### config.mk
export PLATFORM = sky130hd
export DESIGN_NAME = three_of_six_stream_decoder
export DESIGN_NICKNAME = d
export VERILOG_FILES = /design/src/hw/rtl/tsd_pkg.sv /design/src/hw/rtl/tsd_front.sv /design/src/hw/rtl/tsd_queue.sv /design/src/hw/rtl/tsd_back.sv /design/src/hw/rtl/three_of_six_stream_decoder.sv
export SDC_FILE = /design/constraint.sdc
export NUM_CORES = 1
export LEC_CHECK = 0
export BUFFER_PORTS_ARGS = -buffer_cell sky130_fd_sc_hd__buf_2
export CORE_AREA = 5 5 118 120
export CTS_CLUSTER_DIAMETER = 30
export DETAILED_ROUTE_END_ITERATION = 6
export DIE_AREA = 0 0 123 125
export PLACE_DENSITY_LB_ADDON = 0.15
export SKIP_CTS_REPAIR_TIMING = 1
export SLEW_MARGIN = 0
export SYNTH_ARGS = -nofsm -noshare
export SYNTH_HDL_FRONTEND = slang
export SYNTH_SLANG_ARGS = --single-unit
### constraint.sdc
create_clock -name clk -period 9.4 [get_ports clk]
set_input_delay 0.47 -clock clk [delete_from_list [all_inputs] [get_ports clk]]
set_output_delay 0.47 -clock clk [all_outputs]
set_load 0.05 [all_outputs]
### src/hw/rtl/tsd_pkg.sv
`timescale 1ns / 1ps
`default_nettype none

package tsd_pkg;

	// Widths of the fixed fields.
	localparam int RAW_W    = 8;
	localparam int NBITS_W  = 4;
	localparam int SKIP_W   = 3;
	localparam int LIMIT_W  = 9;
	localparam int COUNT_W  = 9;
	localparam int SYM_W    = 6;
	localparam int NIB_W    = 4;
	localparam int HOLD_W   = 5;
	localparam int WIDE_W   = HOLD_W + RAW_W;
	localparam int TOTAL_W  = 4;
	localparam int CFG_IDX_W  = 1;
	localparam int CFG_DATA_W = 9;

	// Depth of the queue between front and back.
	localparam int QUEUE_DEPTH = 2;

	// Register indexes of the configuration port.
	localparam logic [CFG_IDX_W-1:0] CFG_SKIP_BITS    = 1'd0;
	localparam logic [CFG_IDX_W-1:0] CFG_OUTPUT_LIMIT = 1'd1;

	localparam logic [LIMIT_W-1:0] LIMIT_RESET = 9'd256;

	// Frame status reported with the last byte.
	typedef enum logic [2:0] {
		ST_OK          = 3'd0,
		ST_BAD_SYMBOL  = 3'd1,
		ST_BUFFER_FULL = 3'd2,
		ST_ODD_NIBBLE  = 3'd3,
		ST_EMPTY       = 3'd4
	} status_t;

	// Why decoding of the current frame has stopped.
	typedef enum logic [1:0] {
		STOP_RUN  = 2'd0,
		STOP_BAD  = 2'd1,
		STOP_FULL = 2'd2
	} stop_t;

	typedef struct packed {
		logic [RAW_W-1:0]   raw_byte;
		logic [NBITS_W-1:0] valid_bits;
		logic               frame_end;
	} item_t;

	typedef struct packed {
		logic [RAW_W-1:0]   decoded_byte;
		logic               byte_valid;
		logic               done_res;
		status_t            status;
		logic [COUNT_W-1:0] byte_count;
	} res_t;

	// Stream bits of one request after skipping, right aligned.
	typedef struct packed {
		logic [RAW_W-1:0]   bits;
		logic [NBITS_W-1:0] nbits;
		logic               last;
	} seg_t;

	// Decoded symbol: ok flag and nibble.
	typedef struct packed {
		logic             ok;
		logic [NIB_W-1:0] nib;
	} nib_t;

	// Inverse of the 3-of-6 code table.
	function automatic nib_t sym_decode(input logic [SYM_W-1:0] sym);
		nib_t r;
		r.ok = 1'b1;
		unique case (sym)
			6'h16: r.nib = 4'h0;
			6'h0D: r.nib = 4'h1;
			6'h0E: r.nib = 4'h2;
			6'h0B: r.nib = 4'h3;
			6'h1C: r.nib = 4'h4;
			6'h19: r.nib = 4'h5;
			6'h1A: r.nib = 4'h6;
			6'h13: r.nib = 4'h7;
			6'h2C: r.nib = 4'h8;
			6'h25: r.nib = 4'h9;
			6'h26: r.nib = 4'hA;
			6'h23: r.nib = 4'hB;
			6'h34: r.nib = 4'hC;
			6'h31: r.nib = 4'hD;
			6'h32: r.nib = 4'hE;
			6'h29: r.nib = 4'hF;
			default: begin
				r.ok  = 1'b0;
				r.nib = 4'h0;
			end
		endcase
		return r;
	endfunction

endpackage

`default_nettype wire

### src/hw/rtl/tsd_front.sv
`timescale 1ns / 1ps
`default_nettype none

module tsd_front
	import tsd_pkg::*;
(
	input  wire logic              clk,
	input  wire logic              arst_n,
	input  wire logic              skip_we,
	input  wire logic [SKIP_W-1:0] skip_wdata,
	input  wire logic              accept,
	input  wire item_t             item,
	output seg_t                   seg
);

	logic [SKIP_W-1:0]  skip_bits_q;
	logic [SKIP_W-1:0]  skip_left_q;
	logic [NBITS_W-1:0] nv;
	logic [NBITS_W-1:0] skipped;
	logic [NBITS_W-1:0] kept;
	logic [RAW_W-1:0]   aligned;
	logic [RAW_W-1:0]   mask;

	// Clamp the bit count, drop the bits still to be skipped, right align the rest.
	always_comb begin
		nv = (item.valid_bits > NBITS_W'(RAW_W)) ? NBITS_W'(RAW_W) : item.valid_bits;
		skipped = ({1'b0, skip_left_q} < nv) ? {1'b0, skip_left_q} : nv;
		kept = nv - skipped;
		aligned = item.raw_byte >> (NBITS_W'(RAW_W) - nv);
		mask = RAW_W'((16'd1 << kept) - 16'd1);
		seg.bits = aligned & mask;
		seg.nbits = kept;
		seg.last = item.frame_end;
	end

	// Skip setting and the bits of it still left in this frame.
	always_ff @(posedge clk or negedge arst_n) begin
		if (!arst_n) begin
			skip_bits_q <= '0;
			skip_left_q <= '0;
		end else if (skip_we) begin
			skip_bits_q <= skip_wdata;
			skip_left_q <= skip_wdata;
		end else if (accept) begin
			if (item.frame_end) begin
				skip_left_q <= skip_bits_q;
			end else begin
				skip_left_q <= skip_left_q - SKIP_W'(skipped);
			end
		end
	end

endmodule

`default_nettype wire

### src/hw/rtl/tsd_queue.sv
`timescale 1ns / 1ps
`default_nettype none

module tsd_queue
	import tsd_pkg::*;
(
	input  wire logic clk,
	input  wire logic arst_n,
	input  wire logic push,
	input  wire seg_t wdata,
	output logic      full,
	output logic      empty,
	input  wire logic pop,
	output seg_t      rdata
);

	localparam int PTR_W = (QUEUE_DEPTH > 1) ? $clog2(QUEUE_DEPTH) : 1;
	localparam int CNT_W = $clog2(QUEUE_DEPTH + 1);

	seg_t             entry_q [QUEUE_DEPTH];
	logic [PTR_W-1:0] wptr_q;
	logic [PTR_W-1:0] rptr_q;
	logic [CNT_W-1:0] count_q;

	assign full  = (count_q == CNT_W'(QUEUE_DEPTH));
	assign empty = (count_q == '0);
	assign rdata = entry_q[rptr_q];

	// Entry storage.
	always_ff @(posedge clk) begin
		if (push) begin
			entry_q[wptr_q] <= wdata;
		end
	end

	// Pointers and fill count.
	always_ff @(posedge clk or negedge arst_n) begin
		if (!arst_n) begin
			wptr_q  <= '0;
			rptr_q  <= '0;
			count_q <= '0;
		end else begin
			if (push) begin
				wptr_q <= (wptr_q == PTR_W'(QUEUE_DEPTH - 1)) ? '0 : wptr_q + 1'b1;
			end
			if (pop) begin
				rptr_q <= (rptr_q == PTR_W'(QUEUE_DEPTH - 1)) ? '0 : rptr_q + 1'b1;
			end
			if (push && !pop) begin
				count_q <= count_q + 1'b1;
			end else if (pop && !push) begin
				count_q <= count_q - 1'b1;
			end
		end
	end

endmodule

`default_nettype wire

### src/hw/rtl/tsd_back.sv
`timescale 1ns / 1ps
`default_nettype none

module tsd_back
	import tsd_pkg::*;
#(
	parameter int MAX_OUT_BYTES = 256
) (
	input  wire logic               clk,
	input  wire logic               arst_n,
	input  wire logic               limit_we,
	input  wire logic [LIMIT_W-1:0] limit_wdata,
	input  wire logic               seg_avail,
	input  wire seg_t               seg,
	output logic                    seg_pop,
	output logic                    res_valid,
	input  wire logic               res_ready,
	output res_t                    res
);

	localparam int CW = $clog2(MAX_OUT_BYTES + 1);
	localparam int LW = (CW > LIMIT_W) ? CW : LIMIT_W;

	logic [LIMIT_W-1:0] limit_q;
	logic [HOLD_W-1:0]  buf_q;
	logic [2:0]         cnt_q;
	logic [NIB_W-1:0]   upper_q;
	logic               held_q;
	logic [CW-1:0]      emitted_q;
	stop_t              stop_q;
	logic               res_valid_q;
	res_t               res_q;

	logic [LW-1:0]      limit_eff;
	logic [WIDE_W-1:0]  wide;
	logic [TOTAL_W-1:0] total;
	logic [TOTAL_W-1:0] rem;
	logic [SYM_W-1:0]   sym [2];
	nib_t               dec;
	logic [HOLD_W-1:0]  buf_n;
	logic [2:0]         cnt_n;
	logic [NIB_W-1:0]   upper_n;
	logic               held_n;
	logic [CW-1:0]      emitted_n;
	stop_t              stop_n;
	res_t               res_n;

	assign seg_pop   = seg_avail && (!res_valid_q || res_ready);
	assign res_valid = res_valid_q;
	assign res       = res_q;

	// Effective byte limit of a frame.
	assign limit_eff = (LW'(limit_q) > LW'(MAX_OUT_BYTES)) ? LW'(MAX_OUT_BYTES) : LW'(limit_q);

	// Append the new bits, cut up to two symbols, decode and pair them.
	always_comb begin
		wide  = (WIDE_W'(buf_q) << seg.nbits) | WIDE_W'(seg.bits);
		total = TOTAL_W'(cnt_q) + seg.nbits;
		sym[0] = SYM_W'(wide >> (total - TOTAL_W'(SYM_W)));
		sym[1] = SYM_W'(wide >> (total - TOTAL_W'(2 * SYM_W)));
		rem       = total;
		upper_n   = upper_q;
		held_n    = held_q;
		emitted_n = emitted_q;
		stop_n    = stop_q;
		res_n     = '0;
		res_n.status = ST_OK;
		dec       = '0;
		for (int i = 0; i < 2; i++) begin
			if (stop_n == STOP_RUN && total >= TOTAL_W'((i + 1) * SYM_W)) begin
				rem = total - TOTAL_W'((i + 1) * SYM_W);
				dec = sym_decode(sym[i]);
				if (!dec.ok) begin
					stop_n = STOP_BAD;
				end else if (!held_n) begin
					upper_n = dec.nib;
					held_n  = 1'b1;
				end else if (LW'(emitted_n) >= limit_eff) begin
					stop_n = STOP_FULL;
				end else begin
					res_n.decoded_byte = {upper_n, dec.nib};
					res_n.byte_valid   = 1'b1;
					emitted_n = emitted_n + 1'b1;
					held_n    = 1'b0;
				end
			end
		end

		// A stopped frame keeps its bit store untouched.
		if (stop_q == STOP_RUN) begin
			buf_n = HOLD_W'(wide & WIDE_W'((16'd1 << rem) - 16'd1));
			cnt_n = 3'(rem);
		end else begin
			buf_n = buf_q;
			cnt_n = cnt_q;
		end

		// Frame end reports status and count, then clears the frame state.
		if (seg.last) begin
			res_n.done_res = 1'b1;
			priority if (stop_n == STOP_BAD) begin
				res_n.status = ST_BAD_SYMBOL;
			end else if (stop_n == STOP_FULL) begin
				res_n.status = ST_BUFFER_FULL;
			end else if (held_n) begin
				res_n.status = ST_ODD_NIBBLE;
			end else if (emitted_n == '0) begin
				res_n.status = ST_EMPTY;
			end else begin
				res_n.status = ST_OK;
			end
			res_n.byte_count = COUNT_W'(emitted_n);
			buf_n     = '0;
			cnt_n     = '0;
			upper_n   = '0;
			held_n    = 1'b0;
			emitted_n = '0;
			stop_n    = STOP_RUN;
		end
	end

	// Frame state, limit register and output register.
	always_ff @(posedge clk or negedge arst_n) begin
		if (!arst_n) begin
			limit_q     <= LIMIT_RESET;
			buf_q       <= '0;
			cnt_q       <= '0;
			upper_q     <= '0;
			held_q      <= 1'b0;
			emitted_q   <= '0;
			stop_q      <= STOP_RUN;
			res_valid_q <= 1'b0;
		end else begin
			if (limit_we) begin
				limit_q <= limit_wdata;
			end
			if (seg_pop) begin
				buf_q     <= buf_n;
				cnt_q     <= cnt_n;
				upper_q   <= upper_n;
				held_q    <= held_n;
				emitted_q <= emitted_n;
				stop_q    <= stop_n;
				res_valid_q <= 1'b1;
			end else if (res_ready) begin
				res_valid_q <= 1'b0;
			end
		end
	end

	// Result payload.
	always_ff @(posedge clk) begin
		if (seg_pop) begin
			res_q <= res_n;
		end
	end

endmodule

`default_nettype wire

### src/hw/rtl/three_of_six_stream_decoder.sv
// Streaming 3-of-6 decoder for encoded radio frame bytes.
// Requests arrive on item (valid/ready): one encoded byte, the number of its
// leading bits that belong to the stream, and a frame end flag. Each request
// gives exactly one response on res (valid/ready): a decoded byte when one
// was completed, and on the frame's last byte the status and byte count.
// A response becomes valid once its request has passed through the queue and
// been registered in the back stage's output register.
// Throughput: one request per cycle; a front stage aligns the bits and a
// back stage decodes up to two symbols per request from a small table.
// A two-entry queue sits between them, and the output is registered, so the
// block keeps taking requests while a response waits; once the receiver has
// stalled long enough to fill the queue, item_ready drops until it drains.
// Configuration: cfg_we with cfg_index selects skip bits (0) or the output
// byte limit (1); write only while no request is outstanding.
// Reset clears all frame state, sets skip bits to 0 and the limit to 256.
`timescale 1ns / 1ps
`default_nettype none

module three_of_six_stream_decoder
	import tsd_pkg::*;
#(
	parameter int MAX_OUT_BYTES = 256
) (
	input  wire logic                  clk,
	input  wire logic                  arst_n,
	input  wire logic                  item_valid,
	output logic                       item_ready,
	input  wire item_t                 item,
	output logic                       res_valid,
	input  wire logic                  res_ready,
	output res_t                       res,
	input  wire logic                  cfg_we,
	input  wire logic [CFG_IDX_W-1:0]  cfg_index,
	input  wire logic [CFG_DATA_W-1:0] cfg_wdata
);

	logic accept;
	logic skip_we;
	logic limit_we;
	logic q_full;
	logic q_empty;
	logic q_pop;
	seg_t seg_in;
	seg_t seg_out;

	// Register write decode.
	assign skip_we  = cfg_we && (cfg_index == CFG_SKIP_BITS);
	assign limit_we = cfg_we && (cfg_index == CFG_OUTPUT_LIMIT);

	// Requests are taken while the queue has room.
	assign item_ready = !q_full;
	assign accept     = item_valid && !q_full;

	tsd_front u_front (
		.clk        (clk),
		.arst_n     (arst_n),
		.skip_we    (skip_we),
		.skip_wdata (cfg_wdata[SKIP_W-1:0]),
		.accept     (accept),
		.item       (item),
		.seg        (seg_in)
	);

	tsd_queue u_queue (
		.clk    (clk),
		.arst_n (arst_n),
		.push   (accept),
		.wdata  (seg_in),
		.full   (q_full),
		.empty  (q_empty),
		.pop    (q_pop),
		.rdata  (seg_out)
	);

	tsd_back #(
		.MAX_OUT_BYTES (MAX_OUT_BYTES)
	) u_back (
		.clk         (clk),
		.arst_n      (arst_n),
		.limit_we    (limit_we),
		.limit_wdata (cfg_wdata[LIMIT_W-1:0]),
		.seg_avail   (!q_empty),
		.seg         (seg_out),
		.seg_pop     (q_pop),
		.res_valid   (res_valid),
		.res_ready   (res_ready),
		.res         (res)
	);

endmodule

`default_nettype wire

==> impl_metrics.json, run 1 <==
{
  "status": "finished clean",
  "setup_viol": 0,
  "drt-initial-drc-count": 781,
  "worstPathArrival_ps": 8890,
  "multiInputGateArea_um2": 4920,
  "num_rows": 42,
  "fin_nets": 943,
  "io_pins": 52,
  "async_flop_share_pct": 47.8,
  "avgSynthCellArea_um2": 9.25,
  "die_h_um": 125,
  "busiest_layer": "met2",
  "grt_usage_pct": 28.1,
  "worstPathMaxFanout": 16,
  "yosysSeqAreaShare_pct": 32.8,
  "cts_htree_levels": 3,
  "clk_latency_ps": 350,
  "final_util_pct": 65.8,
  "grtUsageMet2_pct": 45.9,
  "relSlewSlack_pct": 29.5,
  "antenna_found_initial": 0,
  "core_um2": 12900,
  "r2r-end": "u_back.res[11]",
  "fill_cells": 1059,
  "rrSetupSlack_ps": 690,
  "synth-seq-cells": 92,
  "die_area_um2": 15400,
  "critPathRequiredTime_ps": 9580,
  "place.port_buffers": 51,
  "synth_nets": 904,
  "max_stage_delay_ps": 560,
  "met3_usage_pct": 5.33,
  "grt_pass1_wl_mm": 34.4,
  "tritoncts": "built",
  "post_drt_wl_per_cell_um": 20.1,
  "dp_hpwl_mm": 16.5,
  "areaGrowthSynthToFinish_pct": 9.29,
  "ys.flop_type": "edfxtp_1",
  "routed_via_density": 6.64,
  "diodes": 0,
  "drv_cap": 0,
  "worstSetupStartpointType": "register",
  "cts_made_buffers": 9,
  "crit-reg2reg-launch": "u_queue.rptr_q",
  "finalCritPeriodShare_pct": 92.7,
  "use_met1_pct": 37.0,
  "grt_pass1_vias": 6789,
  "synth_edf_count": 48,
  "clk_pin_slew_ps": 70,
  "final_cell_mix": "85 x nand2_1, 55 x nor2_1, 51 x buf_2, 49 x o21ai_0, 48 x edfxtp_1",
  "overflow": 0,
  "holdCritPathClass": "input pin to asynchronous set/reset pin",
  "firstDrtPassIters": 6,
  "num_vias": 7016,
  "worstRegToRegCells": 34,
  "syn-cell-area_um2": 7750,
  "layout_min_cycle_time_ps": 8710,
  "totalWireLength_mm": 21.2,
  "start_util_pct": 60.2,
  "syn_inst": 837,
  "die_w_um": 123,
  "seq_area_um2": 2540,
  "gp_congestion": 0.955,
  "root_buffer": "clkbuf_16",
  "clk_path_buf_depth": 2,
  "grt_max_degree": 45,
  "worst_clock_skew_ps": 9.54,
  "ys_types": 93,
  "hold_slack_ps": 275,
  "yosys_warnings": 0,
  "drt.antenna.violating_nets": 0,
  "hold_violations": 0,
  "crit_type": "register to register",
  "remaining_drc_errors": 0,
  "worst_slew_pin_slew_ps": 1050,
  "final_max_slew_viol_count": 0,
  "layout_commonest_cell": "nand2_1",
  "critical-path-slowest-cell": "nor4_4",
  "endpoint_kind": "register",
  "drive_gt1_share_pct": 16.2,
  "max_freq_mhz": 115,
  "rsz0062_at_grt": "false",
  "startpoint": "u_queue.rptr_q",
  "cts_sinks": 92,
  "crit_end": "u_back.res[11]",
  "setup_tns_ps": 0
}
[kinds of logic after synthesis]
group | Yosys count | synth area share (%)
buffers and inverters | 70 | 3.68
flip-flops | 92 | 32.8
AND/OR/NAND/NOR | 286 | 18.8
multiplexers | 58 | 9.00
adder cells (fa/ha/maj) | 40 | 6.72
AO/OA/AOI/OAI | 248 | 23.6
XOR/XNOR | 43 | 5.41
[final cells by class]
class / count / area share, %
clock buffer: 10 / 2.70
sequential: 92 / 30.1
multi-input combinational: 675 / 58.2
timing repair buffer: 62 / 3.99
clock inverter: 6 / 0.842
tap: 176 / 2.60
inverter: 36 / 1.63
[sequential cells by signal, summed over array words and instances (netlist names)]
register             cells
u_back.limit_q           9
u_queue.entry_q         26
u_back.held_q            1
u_back.buf_q             5
u_back.emitted_q         9
u_back.res              22
u_queue.wptr_q           1
u_back.upper_q           4
u_back.res_valid         1
u_queue.count_q          2
u_front.skip_left_q      3
u_queue.rptr_q           1
u_front.skip_bits_q      3
u_back.stop_q            2
u_back.cnt_q             3
[synthesized netlist by cell type, drive strengths merged (5+ instances only)]
library cell | count | area, µm²
a21oi | 35 | 186
nand4 | 5 | 31.3
o211ai | 12 | 90.1
mux4 | 5 | 113
o211a | 5 | 50.1
mux2 | 17 | 191
nor3 | 27 | 151
mux2i | 36 | 393
clkbuf | 28 | 105
or2 | 6 | 37.5
a22o | 15 | 140
o31ai | 7 | 52.6
a2111oi | 5 | 45.0
a31oi | 6 | 43.8
edfxtp | 48 | 1440
nor2 | 56 | 210
and3 | 10 | 62.6
inv | 34 | 130
o221ai | 5 | 50.0
nor4 | 6 | 80.1
nand2b | 20 | 125
nand3 | 33 | 170
a221o | 5 | 50.1
a21o | 14 | 105
ha | 36 | 450
o22ai | 16 | 113
o2111ai | 8 | 70.1
or3 | 5 | 31.3
o21a | 5 | 45.0
xor2 | 13 | 114
buf | 6 | 42.5
nand2 | 86 | 325
nor2b | 8 | 50.1
dfrtp | 43 | 1080
and2 | 14 | 87.6
o21ai | 56 | 280
xnor2 | 28 | 260
a211oi | 9 | 85.1
[worst max-delay path, delay by kind of cell, from the launching register on]
kind	cells	cell delay, ps
AOI/OAI and AO/OA	13	3320
and+or+nand+nor	7	1430
xor gates and xnor gates	5	1220
adders and majority gates	4	1140
DFF	1	540
buffers and inverters	4	470
muxes	1	420
[worst min path at each step]
stage / startpoint / end / slack (ps) / cells past startpoint
3_5_place_dp: u_front.skip_bits_q[0] / u_front.skip_bits_q[0] / 480 / 2
5_1_grt: cfg_wdata[5] / u_back.limit_q[5] / 350 / 2
3_3_place_gp: u_front.skip_bits_q[2] / u_front.skip_bits_q[2] / 470 / 2
6_report: arst_n / u_back.upper_q[0] / 270 / 1
4_1_cts: arst_n / u_back.upper_q[1] / 330 / 1
2_1_floorplan: arst_n / u_back.buf_q[0] / 170 / 0
[routing by layer]
metal  vias up  routed length [µm]
met3        59                1440
met2       320               10200
li1       3259                   -
met5         -                   0
met1      3378                8890
met4         0                 714
[through the flow]
| stage | cells | cell area (µm²) | worst slack [ps] |
|---|---|---|---|
| 3_5_place_dp | 1041 | 8160 | 597 |
| 3_3_place_gp | 1041 | 8160 | 879 |
| 5_1_grt | 1057 | 8470 | 118 |
| 2_1_floorplan | 837 | 7750 | 1360 |
| 6_report | 1057 | 8470 | 691 |
| 4_1_cts | 1057 | 8460 | 568 |
Power of run 1 is left out: the tool's default activity adds up to more than one toggle a clock period on the data nets, which glitch-free logic cannot reach.
==> run 2, diff against run 1 <==
--- a/config.mk
+++ b/config.mk
@@ -6,10 +6,10 @@
 export NUM_CORES = 1
 export LEC_CHECK = 0
 export BUFFER_PORTS_ARGS = -buffer_cell sky130_fd_sc_hd__buf_2
-export CORE_AREA = 5 5 118 120
+export CORE_AREA = 5 5 183 185
 export CTS_CLUSTER_DIAMETER = 30
 export DETAILED_ROUTE_END_ITERATION = 6
-export DIE_AREA = 0 0 123 125
+export DIE_AREA = 0 0 188 190
 export PLACE_DENSITY_LB_ADDON = 0.15
 export SKIP_CTS_REPAIR_TIMING = 1
 export SLEW_MARGIN = 0
==> impl_metrics.json, run 2 (same netlist as run 1, synthesis figures left out) <==
{
  "grt_max_degree": 45,
  "worst_clock_skew_ps": 13.4,
  "crit-reg2reg-launch": "u_queue.rptr_q",
  "setup_viol": 0,
  "final_max_slew_viol_count": 0,
  "largest_reg_flops": 26,
  "place.port_buffers": 51,
  "core_um2": 31900,
  "r2r-end": "u_back.res[11]",
  "final_cell_mix": "85 x nand2_1, 56 x nor2_1, 51 x buf_2, 49 x o21ai_0, 48 x edfxtp_1",
  "max_freq_mhz": 114,
  "relSlewSlack_pct": 35.3,
  "cts_made_buffers": 9,
  "io_pins": 52,
  "drive_gt1_share_pct": 16.9,
  "grt_usage_pct": 12.9,
  "regMostFlops": "u_queue.entry_q",
  "areaGrowthSynthToFinish_pct": 14.1,
  "max_stage_delay_ps": 710,
  "overflow": 0,
  "fin_nets": 952,
  "grt_pass1_vias": 6766,
  "antenna_found_initial": 0,
  "clk_pin_slew_ps": 70,
  "holdCritPathClass": "input pin to asynchronous set/reset pin",
  "critPathRequiredTime_ps": 9590,
  "startpoint": "u_queue.rptr_q",
  "worstPathArrival_ps": 8980,
  "clk_latency_ps": 350,
  "dp_hpwl_mm": 18.0,
  "worstRegToRegCells": 33,
  "critical-path-slowest-cell": "dfrtp_1",
  "status": "finished clean",
  "drv_cap": 0,
  "worstPathMaxFanout": 16,
  "totalWireLength_mm": 23.3,
  "post_drt_wl_per_cell_um": 17.9,
  "routed_via_density": 5.19,
  "setup_tns_ps": 0,
  "start_util_pct": 24.3,
  "die_h_um": 190,
  "worst_slew_pin_slew_ps": 961,
  "diodes": 0,
  "endpoint_kind": "register",
  "layout_min_cycle_time_ps": 8800,
  "cts_htree_levels": 3,
  "remaining_drc_errors": 0,
  "rrSetupSlack_ps": 600,
  "rsz0062_at_grt": "false",
  "firstDrtPassIters": 5,
  "grt_pass1_wl_mm": 37.4,
  "root_buffer": "clkbuf_16",
  "finalCritPeriodShare_pct": 93.6,
  "layout_commonest_cell": "nand2_1",
  "num_rows": 66,
  "die_area_um2": 35700,
  "drt.antenna.violating_nets": 0,
  "worstSetupStartpointType": "register",
  "crit_path_frequent_cell": "a21o_1",
  "drt-initial-drc-count": 486,
  "crit_type": "register to register",
  "clk_path_buf_depth": 2,
  "gp_congestion": 0.837,
  "die_w_um": 188,
  "cts_sinks": 92,
  "tritoncts": "built",
  "num_vias": 6738,
  "hold_violations": 0
}
run 2: critical path, delay by kind of cell (launching register included):
kind	cells	cell delay, ps
adders and majority gates	4	1130
muxes	1	460
DFF	1	710
buffers and inverters	3	270
AOI/OAI and AO/OA	15	3860
and+or+nand+nor	6	980
xor gates and xnor gates	4	1170
run 2: worst max-delay path by stage:
stage | end | slack [ps] | cells after the start
2_1_floorplan | u_back.res[11] | 1360 | 38
3_3_place_gp | u_back.res[11] | 830 | 33
3_5_place_dp | u_back.res[11] | 660 | 33
4_1_cts | u_back.res[11] | 620 | 33
5_1_grt | u_back.res[11] | 40 | 33
6_report | u_back.res[11] | 600 | 33
run 2: metrics by stage:
stage	hold WS, ps	setup WS, ps	area (µm²)	util [%]	instances
floorplan	174	1360	7750	-	837
global placement	473	831	8510	26.7	1282
detailed placement	470	659	8510	26.7	1282
CTS	241	625	8840	27.7	1298
global route	274	35.1	8840	27.7	1298
finish	211	603	8840	27.7	1298
run 2: cell type report:
cell class,count,area (µm²)
clock buffers,10,229
clock inverters,6,93.8
fillers,3432,23000
inverters,36,138
multi-input cells,675,4920
flip-flops and latches,92,2540
well taps,408,510
repair buffers,71,405
run 2: layer usage:
metal  share of wire [%]  up-vias  track usage [%]
li1                    -     3286                -
met1                  49     3243             17.8
met2                  45      175             20.6
met3                 4.1       34             2.15
met4                 2.2        0             4.38
met5                   0        -                0
Power of run 2 is left out for the same reason.
